### src/hw/rtl/julia_escape_time_core_macros.svh
// ----------------------------------------------------------------------------
// julia escape time core assertion macros
// implication checks on the rising edge of clk, off while rst_n is low
// ----------------------------------------------------------------------------
`ifndef JULIA_ESCAPE_TIME_CORE_MACROS_SVH
`define JULIA_ESCAPE_TIME_CORE_MACROS_SVH

`ifndef SYNTH
// same-cycle implication
`define JET_ASSERT_IMP(lbl, ante, cons) \
  lbl: assert property (@(posedge clk) disable iff (!rst_n) (ante) |-> (cons)) \
    else $error("jet: same-cycle check failed");
// next-cycle implication
`define JET_ASSERT_NXT(lbl, ante, cons) \
  lbl: assert property (@(posedge clk) disable iff (!rst_n) (ante) |=> (cons)) \
    else $error("jet: next-cycle check failed");
`else
`define JET_ASSERT_IMP(lbl, ante, cons)
`define JET_ASSERT_NXT(lbl, ante, cons)
`endif

`endif

### src/hw/rtl/jet_pkg.sv
// ----------------------------------------------------------------------------
// jet_pkg
// shared types, constants and helpers of the julia escape time core
// ----------------------------------------------------------------------------
package jet_pkg;

  localparam int PIX_W  = 10;
  localparam int FIX_W  = 32;
  localparam int SCL_W  = 31;
  localparam int ITER_W = 16;
  localparam int FRAC_W = 28;
  localparam int CFG_IDX_W  = 3;
  localparam int CFG_DATA_W = 32;

  // queue between front and back
  localparam int Q_DEPTH = 2;
  localparam int Q_AW    = 1;

  // |z|^2 >= 4 in Q8.56
  localparam logic [63:0] ESC_LIMIT = 64'h0400_0000_0000_0000;

  localparam logic signed [FIX_W-1:0] C_REAL_RST     = 32'sd0;
  localparam logic signed [FIX_W-1:0] C_IMAG_RST     = 32'sd0;
  localparam logic [SCL_W-1:0]        SCALE_X_RST    = 31'd786432;
  localparam logic [SCL_W-1:0]        SCALE_Y_RST    = 31'd524288;
  localparam logic [ITER_W-1:0]       ITER_LIMIT_RST = 16'd64;

  typedef enum logic [CFG_IDX_W-1:0] {
    CFG_C_REAL     = 3'd0,
    CFG_C_IMAG     = 3'd1,
    CFG_SCALE_X    = 3'd2,
    CFG_SCALE_Y    = 3'd3,
    CFG_ITER_LIMIT = 3'd4
  } cfg_idx_t;

  typedef enum logic [1:0] {
    F_IDLE,
    F_MUL,
    F_PUSH
  } front_state_t;

  typedef enum logic [1:0] {
    B_IDLE,
    B_MUL,
    B_CMB,
    B_UPD
  } back_state_t;

  typedef struct packed {
    logic [PIX_W-1:0]        px;
    logic [PIX_W-1:0]        py;
    logic signed [FIX_W-1:0] zx;
    logic signed [FIX_W-1:0] zy;
  } q_entry_t;

  typedef struct packed {
    logic full;
    logic empty;
  } q_stat_t;

  // clamp to the signed 32-bit range
  function automatic logic signed [FIX_W-1:0] sat32(input logic signed [63:0] v);
    logic signed [63:0] hi;
    logic signed [63:0] lo;
    hi = 64'sh0000_0000_7fff_ffff;
    lo = -64'sh0000_0000_8000_0000;
    if (v > hi) begin
      return 32'sh7fff_ffff;
    end else if (v < lo) begin
      return -32'sh8000_0000;
    end
    return v[FIX_W-1:0];
  endfunction

endpackage

### src/hw/rtl/jet_front.sv
// ----------------------------------------------------------------------------
// jet_front
// takes a pixel, maps it to its start point z0 and queues it
// ----------------------------------------------------------------------------
module jet_front
  import jet_pkg::*;
#(
  parameter int IMG_WIDTH  = 1024,
  parameter int IMG_HEIGHT = 1024
) (
  input  logic             clk,
  input  logic             rst_n,
  input  logic             start,
  output logic             busy,
  input  logic [PIX_W-1:0] pixel_x,
  input  logic [PIX_W-1:0] pixel_y,
  input  logic [SCL_W-1:0] scale_x,
  input  logic [SCL_W-1:0] scale_y,
  input  q_stat_t          q_stat,
  output logic             q_push,
  output q_entry_t         q_entry
);

  localparam int CLW_X = $clog2(IMG_WIDTH);
  localparam int CLW_Y = $clog2(IMG_HEIGHT);
  localparam int DXW   = ((PIX_W > CLW_X) ? PIX_W : CLW_X) + 1;
  localparam int DYW   = ((PIX_W > CLW_Y) ? PIX_W : CLW_Y) + 1;
  localparam int PXW   = DXW + FIX_W;
  localparam int PYW   = DYW + FIX_W;
  localparam int HALF_W = IMG_WIDTH / 2;
  localparam int HALF_H = IMG_HEIGHT / 2;

  front_state_t state_r, state_nxt;

  logic [PIX_W-1:0]      px_r;
  logic [PIX_W-1:0]      py_r;
  logic signed [DXW-1:0] dx;
  logic signed [DYW-1:0] dy;
  logic signed [FIX_W-1:0] sx;
  logic signed [FIX_W-1:0] sy;
  logic signed [PXW-1:0] prod_x_r;
  logic signed [PYW-1:0] prod_y_r;
  logic                  accept;

  assign accept = start && (state_r == F_IDLE);
  assign busy   = (state_r != F_IDLE);

  assign dx = DXW'(px_r) - DXW'(HALF_W);
  assign dy = DYW'(py_r) - DYW'(HALF_H);
  assign sx = {1'b0, scale_x};
  assign sy = {1'b0, scale_y};

  always_ff @(posedge clk) begin
    if (!rst_n) begin
      state_r <= F_IDLE;
    end else begin
      state_r <= state_nxt;
    end
  end

  always_ff @(posedge clk) begin
    if (accept) begin
      px_r <= pixel_x;
      py_r <= pixel_y;
    end
    prod_x_r <= dx * sx;
    prod_y_r <= dy * sy;
  end

  always_comb begin
    state_nxt = state_r;
    q_push    = 1'b0;
    unique case (state_r)
      F_IDLE: begin
        if (start) begin
          state_nxt = F_MUL;
        end
      end
      F_MUL: begin
        state_nxt = F_PUSH;
      end
      F_PUSH: begin
        if (!q_stat.full) begin
          q_push    = 1'b1;
          state_nxt = F_IDLE;
        end
      end
      default: state_nxt = F_IDLE;
    endcase
  end

  assign q_entry.px = px_r;
  assign q_entry.py = py_r;
  assign q_entry.zx = sat32(64'(prod_x_r));
  assign q_entry.zy = sat32(64'(prod_y_r));

endmodule

### config.mk
export PLATFORM = sky130hd
export DESIGN_NAME = jet_front
export DESIGN_NICKNAME = d
export VERILOG_FILES = /design/src/hw/rtl/julia_escape_time_core_macros.svh /design/src/hw/rtl/jet_pkg.sv /design/src/hw/rtl/jet_front.sv
export SDC_FILE = /design/constraint.sdc
export NUM_CORES = 2
export LEC_CHECK = 0
export ABC_CLOCK_PERIOD_IN_PS = 20900
export BUFFER_PORTS_ARGS = -buffer_cell sky130_fd_sc_hd__buf_2
export CORE_UTILIZATION = 40
export CTS_CLUSTER_DIAMETER = 80
export CTS_CLUSTER_SIZE = 16
export DETAILED_ROUTE_END_ITERATION = 8
export PLACE_DENSITY = 0.59
export SYNTH_ARGS = -nofsm -noshare
export SYNTH_HDL_FRONTEND = slang
export SYNTH_SLANG_ARGS = --single-unit
export TNS_END_PERCENT = 20
### constraint.sdc
create_clock -name clk -period 20.9 [get_ports clk]
set_clock_uncertainty 0.15 [all_clocks]
set_input_delay 6.27 -clock clk [delete_from_list [all_inputs] [get_ports clk]]
set_output_delay 6.27 -clock clk [all_outputs]
set_load 0.02 [all_outputs]
After elaboration in Yosys (flattened, before gate mapping)
Index checks and enable logic that the tools add are counted.
- logic and storage cells: 36
- bits in registers: 108
- input port bits: 87
- output and inout bits: 86
- reduce and logical (&&, ||, !) cells: 4
- add/subtract/negate cells: 2
- magnitude comparators: 4
- eq/ne operators: 4
- $mul: 2
- mux-type cells: 15
- operators with widths (cell ; count):
    32-bit two-way mux ; 6
    43-bit by 32-bit greater-than comparator with 1-bit output, second input constant ; 2
    43-bit by 32-bit < comparator with 1-bit output, second input constant ; 2
    11-bit by 32-bit multiplier with 43-bit output ; 2
    10-bit by 10-bit subtractor with 11-bit output, second input constant ; 2
    1-bit two-way mux ; 6
    2-bit case mux with 3 select lines ; 1
    2-bit two-way mux ; 2
    2-bit inequality test, second input constant ; 2
    2-bit by 1-bit equality test with 1-bit output, second input constant ; 1
    2-bit equality test, second input constant ; 1
    2-bit zero test ; 1
    2-bit AND reduction ; 1
    2-bit nonzero test ; 1
    1-bit logical AND ; 1

Depth between registers and ports, before layout
- word-level depth: 4
- mapped depth: 23
- gate-level depth less buffers: 22

Worst setup path before layout
Ideal clock, no wire load.
- path kind: input to output
- from: input q_stat[1] (netlist bit)
- to: output q_push
- path slack: 7692 ps
- arrival time: 6788 ps
- required time: 14480 ps
- path buffers: 0
- stages on the path: 1
- cell sequence: nor3b_1
- cells in the longest elaborated chain, start to end: 2
- RTL lines (element ; line ; source):
    start, declared ; jet_front.sv:19 ; input q_stat_t q_stat,
    1-bit two-way mux ; jet_front.sv:83 ; if (!q_stat.full) begin
    1-bit two-way mux ; jet_front.sv:73 ; unique case (state_r)
    end, declared ; jet_front.sv:20 ; output logic q_push,
No other way between the ends.

Worst setup path after layout
Ends and elaborated chain as after synthesis.

==> results.md <==
* Status: completed
* Residual DRC count at 0
* Per-cell routed wire length at between 15 and 20 µm
* Critical Path Source: q_stat[1]
* Setup Total Neg Slack at 0 ns
* Total gr overflow at 0
* Critical Path Sink: q_push
* Post-synth top area share at 0.412
* Endpoints failing setup at 0
* Post-route ant nets at 0
* Commonest non-fill, non-tap cells in the layout: inv_1, fa_1, nand2_1
* Reg2Reg Capture Point: prod_x_r[41]$_DFF_P_
* Worst Path Max Fanout at 2
* Reg2reg start: px_r[9]$_DFFE_PP_
* Hold Fails Final Rpt at 0
* Synth async-reset ratio at 0
* Unrepaired setup endpoints after global routing: false
* Die Ht at around 250 µm
* Commonest non-fill, non-tap cell in the layout: inv_1
* Worst-skew pair later-pin latency at approximately 0.39 ns
* First-pass GRT wire length at about 110 mm
* Placed Instance Area at roughly 0.027 mm²
* Post-Synthesis Cells at 2,861
* GRT Total Usage at 0.210
* Initial antenna violation count at 4
* Arrival time worst endpoint at ~6.7 ns
* Register area share after synthesis at 0.0931
* CTS root buffer: clkbuf_16
* I/O Pins at between 150 and 200
* Worst slew pin tran at 1.16 ns
* PortBufs at 171
* GP Congestion at 0.918
* Tcrit/Tclk final at 0.629
* Clk buf depth at 2
* WP data required at between 10 and 15 ns
* Die X at about 250 µm
* Headroom to the max-slew limit at 0.227
* 1st-iter DRT viols at a little under 1,000
* Via count at 18,900
* Final worst slack at ~7.8 ns
* Final wirelength at about 63 mm
* Largest net degree at the start of global routing at 57
* Most used DFF post-synth: dfxtp_1
* Worst R2R Setup Slack at roughly 14 ns
* TritonCTS clock tree: built
* Non-Filler Cell Area, Final at 0.0272 mm²
* EDFF count, synth at 20
* Htree depth at 3
* Hold-fix buffers, CTS at 0
* FF-to-FF path depth at 21
* Critical Path Start Type: input port
* Core Util, Final at 0.437
* Worst hold-check path type: reg -> reg
* Crit. End Element: output pin
* FF+latch count, synth at 108
* TritonCTS Buffers at 9
* CTS resizes at 0
* Max-slew violations at 0
* Mapped Area at between 0.02 and 0.03 mm²
* Synth cell types at 64
* Num rows at 91
* F_max at 76.1 MHz
* Average via count per standard cell at about 5
* NumNets Final at about 3,700
* Synth Warn # at 0
* Core ar. at roughly 0.062 mm²
* Net Count, Synth at 3,692
* DR pass1 iterations at 4
* MaxCap Viol Count at 0
* Syn Area/Cell at a little under 9 µm²
* P&R area growth vs syn at 7.08%
* Critical path type: in -> out
* Dominant cell type by area after synthesis: fa_1
* Vias in the first global route at 20,800
* Initial cell density of the core at 0.408
* Final min period at between 10 and 15 ns
* Postcts setup bufs at 0
* Place WS at between 7 and 8 ns
* Clock-pin transition on the worst setup and hold timing paths at ~0.08 ns
* Die ar. at about 0.064 mm²
* Layout cells sized above 1 at 0.0808
* Ranking of synthesized cells by area: fa_1, ha_1, inv_1, dfxtp_1, nand2_1
* # clock sinks at approximately 110
* Post-DP HPWL at approximately 50 mm
-- cell usage after synthesis, drive strengths merged, types with 12 or more instances --
master,count
a21o,110
a21oi,82
and2,228
clkbuf,155
dfxtp,88
edfxtp,20
fa,522
ha,222
inv,596
nand2,395
nand3,16
nand4,16
nor2,88
nor2b,55
o21ai,48
o21bai,12
or2,17
xnor2,55
xor2,17
-- stage by stage --
step / hold WS, ns / instances
after floorplan: 0.402 / 2861
after global placement: 0.423 / 3728
after detailed placement: 0.434 / 3728
after global routing: 0.500 / 3744
final: 0.448 / 3745
after CTS: 0.457 / 3744
-- layout make-up --
class	count	area, µm²
Antenna cell	1	2.50
Clock buffer	11	253
Clock inverter	5	40.0
Fill cell	6225	35000
Inverter	598	2240
Multi-Input combinational cell	1997	20200
Sequential cell	108	2360
Tap cell	837	1050
Timing Repair Buffer	188	983
-- metal layers --
layer,track usage,share of wire,vias up
li1,-,-,8681
met3,0.0289,0.049,83
met1,0.279,0.44,9645
met2,0.359,0.49,464
met5,0,0.00021,-
met4,0.0566,0.021,2
-- worst min-delay path by stage --
| stage | from | end | slack [ns] | cells after the start |
|---|---|---|---|---|
| 2_1_floorplan | state_r[1]$_SDFFE_PN0P_ | state_r[1]$_SDFFE_PN0P_ | 0.40 | 2 |
| 3_3_place_gp | state_r[1]$_SDFFE_PN0P_ | state_r[1]$_SDFFE_PN0P_ | 0.42 | 2 |
| 6_report | state_r[1]$_SDFFE_PN0P_ | state_r[1]$_SDFFE_PN0P_ | 0.45 | 2 |
| 5_1_grt | state_r[1]$_SDFFE_PN0P_ | state_r[1]$_SDFFE_PN0P_ | 0.50 | 2 |
| 4_1_cts | state_r[1]$_SDFFE_PN0P_ | state_r[1]$_SDFFE_PN0P_ | 0.46 | 2 |
| 3_5_place_dp | state_r[1]$_SDFFE_PN0P_ | state_r[1]$_SDFFE_PN0P_ | 0.43 | 2 |
-- cells by family after synthesis --
kind of cell,synth area share
AND/OR/NAND/NOR,0.165
buffers and inverters,0.112
multiplexers,0.000395
AO/OA/AOI/OAI,0.0835
flip-flops,0.0931
XOR/XNOR,0.0249
adder cells (fa/ha/maj),0.521
-- critical path, cell delays in order --
cell,delay (ns)
buf_2,0.10
nor3b_1,0.16
buf_2,0.19
-- flip-flops by register name (all words and copies together) (netlist names) --
name and cells:
state_r 2, py_r 10, prod_x_r 43, prod_y_r 43, px_r 10
Power is not shown: default switching activity piles up to over one toggle a cycle in this logic, so the estimate is an artifact.
