===== src/hw/rtl/julia_escape_time_core_macros.svh =====
// ----------------------------------------------------------------------------
// julia escape time core assertion macros
// implication checks on the rising edge of clk, off while rst_n is low
// ----------------------------------------------------------------------------
`ifndef JULIA_ESCAPE_TIME_CORE_MACROS_SVH
`define JULIA_ESCAPE_TIME_CORE_MACROS_SVH

`ifndef SYNTH
// same-cycle implication
`define JET_ASSERT_IMP(lbl, ante, cons) \
  lbl: assert property (@(posedge clk) disable iff (!rst_n) (ante) |-> (cons)) \
    else $error("jet: same-cycle check failed");
// next-cycle implication
`define JET_ASSERT_NXT(lbl, ante, cons) \
  lbl: assert property (@(posedge clk) disable iff (!rst_n) (ante) |=> (cons)) \
    else $error("jet: next-cycle check failed");
`else
`define JET_ASSERT_IMP(lbl, ante, cons)
`define JET_ASSERT_NXT(lbl, ante, cons)
`endif

`endif


===== src/hw/rtl/jet_pkg.sv =====
// ----------------------------------------------------------------------------
// jet_pkg
// shared types, constants and helpers of the julia escape time core
// ----------------------------------------------------------------------------
package jet_pkg;

  localparam int PIX_W  = 10;
  localparam int FIX_W  = 32;
  localparam int SCL_W  = 31;
  localparam int ITER_W = 16;
  localparam int FRAC_W = 28;
  localparam int CFG_IDX_W  = 3;
  localparam int CFG_DATA_W = 32;

  // queue between front and back
  localparam int Q_DEPTH = 2;
  localparam int Q_AW    = 1;

  // |z|^2 >= 4 in Q8.56
  localparam logic [63:0] ESC_LIMIT = 64'h0400_0000_0000_0000;

  localparam logic signed [FIX_W-1:0] C_REAL_RST     = 32'sd0;
  localparam logic signed [FIX_W-1:0] C_IMAG_RST     = 32'sd0;
  localparam logic [SCL_W-1:0]        SCALE_X_RST    = 31'd786432;
  localparam logic [SCL_W-1:0]        SCALE_Y_RST    = 31'd524288;
  localparam logic [ITER_W-1:0]       ITER_LIMIT_RST = 16'd64;

  typedef enum logic [CFG_IDX_W-1:0] {
    CFG_C_REAL     = 3'd0,
    CFG_C_IMAG     = 3'd1,
    CFG_SCALE_X    = 3'd2,
    CFG_SCALE_Y    = 3'd3,
    CFG_ITER_LIMIT = 3'd4
  } cfg_idx_t;

  typedef enum logic [1:0] {
    F_IDLE,
    F_MUL,
    F_PUSH
  } front_state_t;

  typedef enum logic [1:0] {
    B_IDLE,
    B_MUL,
    B_CMB,
    B_UPD
  } back_state_t;

  typedef struct packed {
    logic [PIX_W-1:0]        px;
    logic [PIX_W-1:0]        py;
    logic signed [FIX_W-1:0] zx;
    logic signed [FIX_W-1:0] zy;
  } q_entry_t;

  typedef struct packed {
    logic full;
    logic empty;
  } q_stat_t;

  // clamp to the signed 32-bit range
  function automatic logic signed [FIX_W-1:0] sat32(input logic signed [63:0] v);
    logic signed [63:0] hi;
    logic signed [63:0] lo;
    hi = 64'sh0000_0000_7fff_ffff;
    lo = -64'sh0000_0000_8000_0000;
    if (v > hi) begin
      return 32'sh7fff_ffff;
    end else if (v < lo) begin
      return -32'sh8000_0000;
    end
    return v[FIX_W-1:0];
  endfunction

endpackage


===== src/hw/rtl/jet_queue.sv =====
// ----------------------------------------------------------------------------
// jet_queue
// short register queue carrying start points from the front to the back
// ----------------------------------------------------------------------------
module jet_queue
  import jet_pkg::*;
(
  input  logic     clk,
  input  logic     rst_n,
  input  logic     push,
  input  q_entry_t wr_entry,
  input  logic     pop,
  output q_entry_t rd_entry,
  output q_stat_t  stat
);

  q_entry_t        mem_r [Q_DEPTH];
  logic [Q_AW-1:0] wr_ptr_r;
  logic [Q_AW-1:0] rd_ptr_r;
  logic [Q_AW:0]   cnt_r;

  always_ff @(posedge clk) begin
    if (!rst_n) begin
      wr_ptr_r <= '0;
      rd_ptr_r <= '0;
      cnt_r    <= '0;
    end else begin
      if (push) begin
        wr_ptr_r <= wr_ptr_r + 1'b1;
      end
      if (pop) begin
        rd_ptr_r <= rd_ptr_r + 1'b1;
      end
      case ({push, pop})
        2'b10:   cnt_r <= cnt_r + 1'b1;
        2'b01:   cnt_r <= cnt_r - 1'b1;
        default: cnt_r <= cnt_r;
      endcase
    end
  end

  always_ff @(posedge clk) begin
    if (push) begin
      mem_r[wr_ptr_r] <= wr_entry;
    end
  end

  assign rd_entry   = mem_r[rd_ptr_r];
  assign stat.full  = (cnt_r == (Q_AW+1)'(Q_DEPTH));
  assign stat.empty = (cnt_r == '0);

endmodule


===== config.mk =====
export PLATFORM = sky130hd
export DESIGN_NAME = jet_queue
export DESIGN_NICKNAME = d
export VERILOG_FILES = /design/src/hw/rtl/julia_escape_time_core_macros.svh /design/src/hw/rtl/jet_pkg.sv /design/src/hw/rtl/jet_queue.sv
export SDC_FILE = /design/constraint.sdc
export NUM_CORES = 1
export LEC_CHECK = 0
export ABC_AREA = 1
export BUFFER_PORTS_ARGS = -buffer_cell sky130_fd_sc_hd__buf_2
export CAP_MARGIN = 20
export CORE_MARGIN = 5
export CORE_UTILIZATION = 30
export DETAILED_ROUTE_END_ITERATION = 10
export PLACE_DENSITY = 0.59
export SYNTH_ARGS = -nofsm -noshare
export SYNTH_HDL_FRONTEND = slang
export SYNTH_SLANG_ARGS = --single-unit
export TNS_END_PERCENT = 50

===== constraint.sdc =====
create_clock -name clk -period 8.2 [get_ports clk]
set_input_delay 0.82 -clock clk [delete_from_list [all_inputs] [get_ports clk]]
set_output_delay 0.82 -clock clk [all_outputs]
set_load 0.005 [all_outputs]

[Word-level counts from Yosys, hierarchy flattened]
Memories as Yosys holds them, arrays and structs flattened. A register that Yosys moved wholly into a read port is not among the register bits.
Cells that the tools add are included.
Cells by class
  $add $sub $neg: 4
  $mul: 0
  divide/modulo/power cells: 0
  order comparisons: 0
  eq/ne operators: 3
  shift operators: 0
  multiplexer cells: 5
  bitwise operators: 0
  reductions and logical operators: 2
Operator list (count)
  $eq A2 B2 Y1 const B: 2
  $mux W1: 4
  $pmux W2 S2: 1
  $add A1 B1 Y1 const B: 2
  $add A2 B1 Y2 const B: 1
  $eq A2 B1 Y1 const B: 1
  $logic_not A2 Y1: 1
  $reduce_bool A2 Y1: 1
  $sub A2 B1 Y2 const B: 1
Word-level totals
  bits in registers: 4
  latch bits: 0
  memory bits (writable): 168
  memory bits (read-only): 0
  bits of input ports: 88
  output and inout bits: 86
  logic and storage cells: 18
  memories kept: 1
Memory list
  mem_r: words 2, bits a word 84, read ports 1, clocked after Yosys merged registers in 1, wr ports 1, line jet_queue.sv:17  | q_entry_t mem_r [Q_DEPTH];

[Logic depth before layout (Yosys ltp)]
Gate-level depths: netlist of run 1.
  word-level depth: 3
  depth in mapped cells: 7
  depth with buffers taken out: 7

[Worst setup path before layout of run 1]
OpenSTA, ideal clock, no wires.
  path type: input port to flip-flop
  start: input port push
  end: memory mem_r[0][0] (netlist bit), enable pin
  setup time: 529 ps
  arrival time: 4399 ps
  data required time: 7671 ps
  slack: 3271 ps
  cell stages on the path: 2
  buffers on the path: 0
  cell sequence: inv_1 -> nor2_1
On the way
  longest elaborated chain between the ends: 2
Ends and longest elaborated chain
  start, declared: line jet_queue.sv:10  | input logic push,
  $mux W1: line jet_queue.sv:43  | if (push) begin
  $mux W1 (implied by the code): line jet_queue.sv:44  | mem_r[wr_ptr_r] <= wr_entry;
  end, declared: line jet_queue.sv:17
No other way between the ends.

==> impl_metrics.yaml, run 1 <==
placement:
  hpwl_um: 8670
  portBuffers: 173
  dp_slack_ns: 5.20
  gp_congestion: 0.711
  numPlacedInstances: 742
final_layout:
  fin_nets: 572
  fillCellCount: 2049
  diodes: 0
  drive_above_1_share: 0.592
  fin_cells: 775
  syn_to_final_growth_pct: 27.2
floorplan:
  die_x_um: 158
  start_util: 0.302
  ios: 174
  die_y_um: 158
  fp-row-count: 54
  coreArea_um2: 21600
  die_area_um2: 24800
outcome:
  status: "complete, no violations"
synthesis:
  syn-num-nets: 385
  yosys.area.top_type_share: 0.772
  yosysUniqueCellTypes: 13
  synthFlopType: "edfxtp_1"
  synth_edf_count: 168
  syn_area_per_cell_um2: 22.1
  yosysMostFrequentCell: "edfxtp_1"
  async_reset_ff_frac: 0
  syn-cell-area_um2: 6530
  synth-seq-cells: 173
  yosysSeqAreaShare: 0.788
  syn_inst: 296
  synth_area_leaders: "edfxtp_1 (77%), mux2_4 (14%), mux2_2 (4.1%), dfxtp_1 (1.5%), buf_6 (1.2%)"
  synth_top_area_cell: "edfxtp_1"
  synth_common_cells: "edfxtp_1 (168), mux2_4 (60), mux2_2 (24), nor2_1 (12), nand2_1 (8)"
  yosysWarnings: 0
clock_network:
  cts.htree.levels: 4
  post-cts-setup-buffers: 0
  cts_tree: "done"
  clk_latency_ns: 0.41
  numCtsBuffers: 17
  ctsHoldBuffers: 0
  clk_path_buf_depth: 2
  clk_pin_slew_ns: 0.06
  cts-root-buf: "clkbuf_16"
  cts.sinks: 173
  post_cts_resized: 0
global_routing:
  antenna_found_initial: 0
  grt_pass1_wl_um: 19000
  grt_pass1_vias: 3495
  grt_use_total: 0.101
  grt-ovfl-total: 0
  grt_max_degree: 85
critical_path:
  r2r_cells: 3
  critPathSlowestCell: "buf_4"
  reg2reg_slack_ns: 6.36
  crit_fanout: 49
  max_stage_delay_ns: 0.79
  timing.rr.start: "wr_ptr_r$_SDFFE_PN0P_"
  cp-start-kind: "flop"
  worst_ep_required_time_ns: 7.38
  endpoint_kind: "primary output"
  r2r_end: "mem_r[0][21]$_DFFE_PP_"
  cp.arrival_ns: 2.52
  cp_cell_sequence: "buf_4, mux2_2, buf_2"
  crit_type: "reg -> out"
timing:
  timing.setup.tns_ns: 0
  worst_slew_pin_slew_ns: 0.849
  finalCritPeriodShare: 0.408
  clock-skew-final_ns: 0.00683
  hold_viol_final: 0
  holdWs_ns: 0.512
  layout_setup_ws_ns: 4.86
  max_freq_ghz: 0.299
  drv_slew: 0
  grt_setup_unrepaired: "no"
  maxSlewHeadroom: 0.434
  setup_viol: 0
  fin_crit_ns: 3.34
routing:
  drt_iter0_drc: 103
  drc: 0
  viasPerCell: 4.20
  route.vias.total: 3252
  drt_wl_total_um: 12800
  routedWlPerCell_um: 16.6
  ant_nets: 0
  drt-pass1-iter-count: 4
power:
  leakagePower_nw: 3.23
  p_per_area_nw_per_um2: 241
  power_mw: 2.00
  vdd_ir_drop_max_uv: 122
job:
  max_cap_violations: 0
hold_path:
  hp-class: "reg -> reg"
  holdPathEnd: "rd_ptr_r$_SDFFE_PN0P_"
  hold_start: "rd_ptr_r$_SDFFE_PN0P_"
  hold_path_depth: 2
how the worst max path moves through the flow:
stage	start	endpoint	slack, ns	cells past startpoint
6_report	flop	rd_entry[2]	4.86	3
2_1_floorplan	push	mem_r[0][0]$_DFFE_PP_	3.27	2
5_1_grt	flop	rd_entry[2]	4.67	3
3_3_place_gp	flop	rd_entry[10]	5.26	3
3_5_place_dp	push	mem_r[0][22]$_DFFE_PP_	5.20	4
4_1_cts	flop	rd_entry[2]	4.77	3
metrics by stage:
stage | cell area [um2] | util
4_1_cts | 8260 | 0.382
3_3_place_gp | 7690 | 0.356
3_5_place_dp | 7690 | 0.356
2_1_floorplan | 6530 | -
6_report | 8310 | 0.384
5_1_grt | 8310 | 0.384
per-layer routing:
metal,share of wire,up-vias,wire (um),GRT usage
met4,0.0084,0,108,0.0332
met1,0.39,1610,5060,0.117
met5,0,-,0,0
met3,0.074,6,951,0.0341
met2,0.52,106,6710,0.176
li1,-,1530,-,-
cell usage in the layout, fill, tap and decap left out:
| cell | Yosys | routed |
|---|---|---|
| clkinv_4 | 0 | 3 |
| inv_8 | 0 | 1 |
| inv_1 | 6 | 5 |
| nor2_1 | 12 | 11 |
| buf_16 | 0 | 1 |
| ha_1 | 1 | 1 |
| buf_4 | 0 | 2 |
| buf_2 | 2 | 173 |
| buf_12 | 0 | 1 |
| clkinvlp_4 | 0 | 3 |
| inv_4 | 0 | 1 |
| clkinv_1 | 0 | 2 |
| a21oi_1 | 1 | 1 |
| nor2_4 | 0 | 1 |
| nand4_1 | 1 | 1 |
| clkbuf_16 | 0 | 17 |
| clkinv_2 | 0 | 2 |
| edfxtp_1 | 168 | 168 |
| inv_6 | 0 | 1 |
| mux2_2 | 24 | 24 |
| dfxtp_4 | 0 | 1 |
| bufinv_16 | 0 | 2 |
| nand2_1 | 8 | 8 |
| o21ai_0 | 1 | 1 |
| mux2_4 | 60 | 60 |
| dfxtp_1 | 5 | 4 |
power by group:
group	total [mW]	internal, mW	switching, mW	leakage (nW)
Combinational	0.177	0.0979	0.0789	1.34
Sequential	1.04	1.02	0.0179	1.62
Clock	0.781	0.448	0.333	0.272
Total	2.00	1.57	0.430	3.23
layout make-up:
| class | instances | area, um2 | area share |
|---|---|---|---|
| Timing Repair Buffer | 177 | 928 | 0.112 |
| Clock buffer | 17 | 425 | 0.0512 |
| Clock inverter | 14 | 146 | 0.0176 |
| Tap cell | 280 | 350 | 0.0422 |
| Sequential cell | 173 | 5150 | 0.620 |
| Multi-Input combinational cell | 108 | 1280 | 0.154 |
| Inverter | 6 | 25.0 | 0.00301 |
sequential cells by signal, indices dropped and copies added, names as in the netlist, named ones only:
register  count
wr_ptr_r      1
cnt_r         2
mem_r       168
rd_ptr_r      1
cell families (layout without fill, tap and decap cells):
family | count (synthesis) | after routing | share of synthesized area
mux | 84 | 84 | 0.179
compound gates | 2 | 2 | 0.00153
simple gates | 21 | 21 | 0.0125
fa+ha+maj | 1 | 1 | 0.00192
buf+inv | 15 | 214 | 0.0171
flops | 173 | 173 | 0.788
critical path: cells and delay by family, from the launching register on:
| family | cells | cell delay (ns) |
|---|---|---|
| buf+inv | 2 | 0.92 |
| flops | 1 | 0.74 |
| mux | 1 | 0.42 |
Note: power is estimated with default switching activity, not from simulation.
==> run 2, diff against run 1 <==
Clock period 8.2 ns to 3.3 ns, I/O delays scaled along.
==> run 2 against run 1 <==
  * Clock-buffer cell count is the same
  * Routed wire length shrank 1.6%
  * Register-to-register slack lost 4.9 ns
  * Hold slack lost 0.41 ns
  * Non-clock buffer count grew 2
  * Critical path depth is the same
  * Largest cell class unchanged
  * Via count grew 0.58%
  * Largest power group unchanged
  * Combinational power grew to 2.5 times the previous value
  * Die area is the same
  * Critical endpoint is now rd_entry[76]
  * First-iteration DRC count shrank 42%
  * Cell count grew 0.39%
  * Clock skew grew 0.0045 ns
==> impl_metrics.yaml, run 2 (same netlist as run 1, synthesis figures left out) <==
timing:
  holdWs_ns: 0.0978
  timing.setup.tns_ns: 0
  finalCritPeriodShare: 0.686
  grt_setup_unrepaired: "no"
  clock-skew-final_ns: 0.0114
  setup_viol: 0
  maxSlewHeadroom: 0.451
  fin_crit_ns: 2.26
  drv_slew: 0
  max_freq_ghz: 0.442
  worst_slew_pin_slew_ns: 0.821
  hold_viol_final: 0
clock_network:
  cts.htree.levels: 4
  numCtsBuffers: 17
  clk_path_buf_depth: 2
  clk_pin_slew_ns: 0.07
  clk_latency_ns: 0.42
  cts_tree: "done"
  ctsHoldBuffers: 0
  post_cts_resized: 0
  post-cts-setup-buffers: 0
  cts-root-buf: "clkbuf_16"
  cts.sinks: 173
placement:
  portBuffers: 173
  gp_congestion: 0.732
  dpl-instance-area_um2: 7740
  hpwl_um: 8800
final_layout:
  stdcell_area_um2: 8310
  multi_input_area_um2: 1280
  syn_to_final_growth_pct: 27.2
  mostFrequentLayoutCell: "buf_2"
  final_core_util: 0.384
  fillCellCount: 2018
  fin_nets: 574
  reg.largest.list: "mem_r: 168 flops, cnt_r: 2 flops"
  drive_above_1_share: 0.598
  seqCellArea_um2: 5150
  final_cell_mix: "buf_2 (173), edfxtp_1 (168), mux2_4 (60)"
  regMostFlops: "mem_r"
  diodes: 0
  largest_reg_flops: 168
routing:
  routedWlPerCell_um: 16.2
  viasPerCell: 4.20
  drt_iter0_drc: 60
  drt-pass1-iter-count: 4
  drc: 0
  ant_nets: 0
  drt_wl_total_um: 12600
  route.vias.total: 3271
critical_path:
  endpoint_kind: "primary output"
  worst_ep_required_time_ns: 2.97
  crit_fanout: 25
  worstSetupEndpoint: "rd_entry[76]"
  r2r_cells: 3
  critPathSlowestCell: "dfxtp_4"
  cp-start-kind: "flop"
  r2r_end: "mem_r[1][29]$_DFFE_PP_"
  max_stage_delay_ns: 0.51
  cp.arrival_ns: 1.93
  cp_cell_sequence: "buf_4, mux2_2, buf_2"
  crit_type: "reg -> out"
  reg2reg_slack_ns: 1.45
  timing.rr.start: "wr_ptr_r$_SDFFE_PN0P_"
global_routing:
  antenna_found_initial: 2
  grt_use_total: 0.101
  grt_pass1_vias: 3488
  grt-ovfl-total: 0
  grt_pass1_wl_um: 18800
  grt_max_degree: 49
power:
  leakagePower_nw: 3.24
  power_mw: 4.93
  p_per_area_nw_per_um2: 593
  vdd_ir_drop_max_uv: 300
hold_path:
  hp-class: "in -> reg"
  hold_path_depth: 1
floorplan:
  ios: 174
  coreArea_um2: 21600
  fp-row-count: 54
  die_area_um2: 24800
  start_util: 0.302
  die_x_um: 158
  die_y_um: 158
outcome:
  status: "complete, no violations"
job:
  max_cap_violations: 0
## run 2: cell count changes in the layout (fill, tap and decap cells not counted)
| cell | delta |
|---|---|
| buf_4 | +2 |
| buf_16 | -1 |
| clkinvlp_4 | -1 |
| buf_12 | +1 |
| inv_6 | +3 |
| clkinv_2 | +2 |
| bufinv_16 | -1 |
| clkinv_1 | -2 |
## run 2: power breakdown
group	switching, mW	internal [mW]
combinational	0.208	0.243
clock	0.847	1.05
sequential	0.0350	2.54
## run 2: worst min-delay path by stage
stage                                from                      to  slack, ns
floorplan                     wr_entry[0]   mem_r[0][0]$_DFFE_PP_       0.43
global placement    rd_ptr_r$_SDFFE_PN0P_   rd_ptr_r$_SDFFE_PN0P_       0.48
finish                       wr_entry[78]  mem_r[0][78]$_DFFE_PP_        0.1
detailed placement  rd_ptr_r$_SDFFE_PN0P_   rd_ptr_r$_SDFFE_PN0P_       0.49
CTS                           wr_entry[1]   mem_r[1][1]$_DFFE_PP_       0.08
global route                  wr_entry[1]   mem_r[1][1]$_DFFE_PP_       0.07
## run 2: critical path: cells and delay by family (launching register included)
kind / cells / cell delay (ns)
buf+inv: 2 / 0.59
flops: 1 / 0.51
mux: 1 / 0.40
## run 2: final cells by class
| class | count | share of cell area |
|---|---|---|
| well taps | 280 | 0.0422 |
| inverters | 6 | 0.00301 |
| flip-flops and latches | 173 | 0.620 |
| clock buffers | 17 | 0.0512 |
| clock inverters | 15 | 0.0166 |
| repair buffers | 179 | 0.113 |
| multi-input cells | 108 | 0.154 |
## run 2: through the flow
stage / setup slack (ns) / std cells
final: 1.04 / 778
after global routing: 0.939 / 778
after CTS: 0.988 / 778
after detailed placement: 1.31 / 746
after global placement: 1.37 / 746
after floorplan: 0.323 / 296
## run 2: layer usage
metal  vias up  routed length, um  GRT usage
li1       1529                  -          -
met1      1605               5030      0.118
met2       121               6440      0.174
met3        12               1020     0.0379
met4         4                123     0.0320
met5         -                 20          0
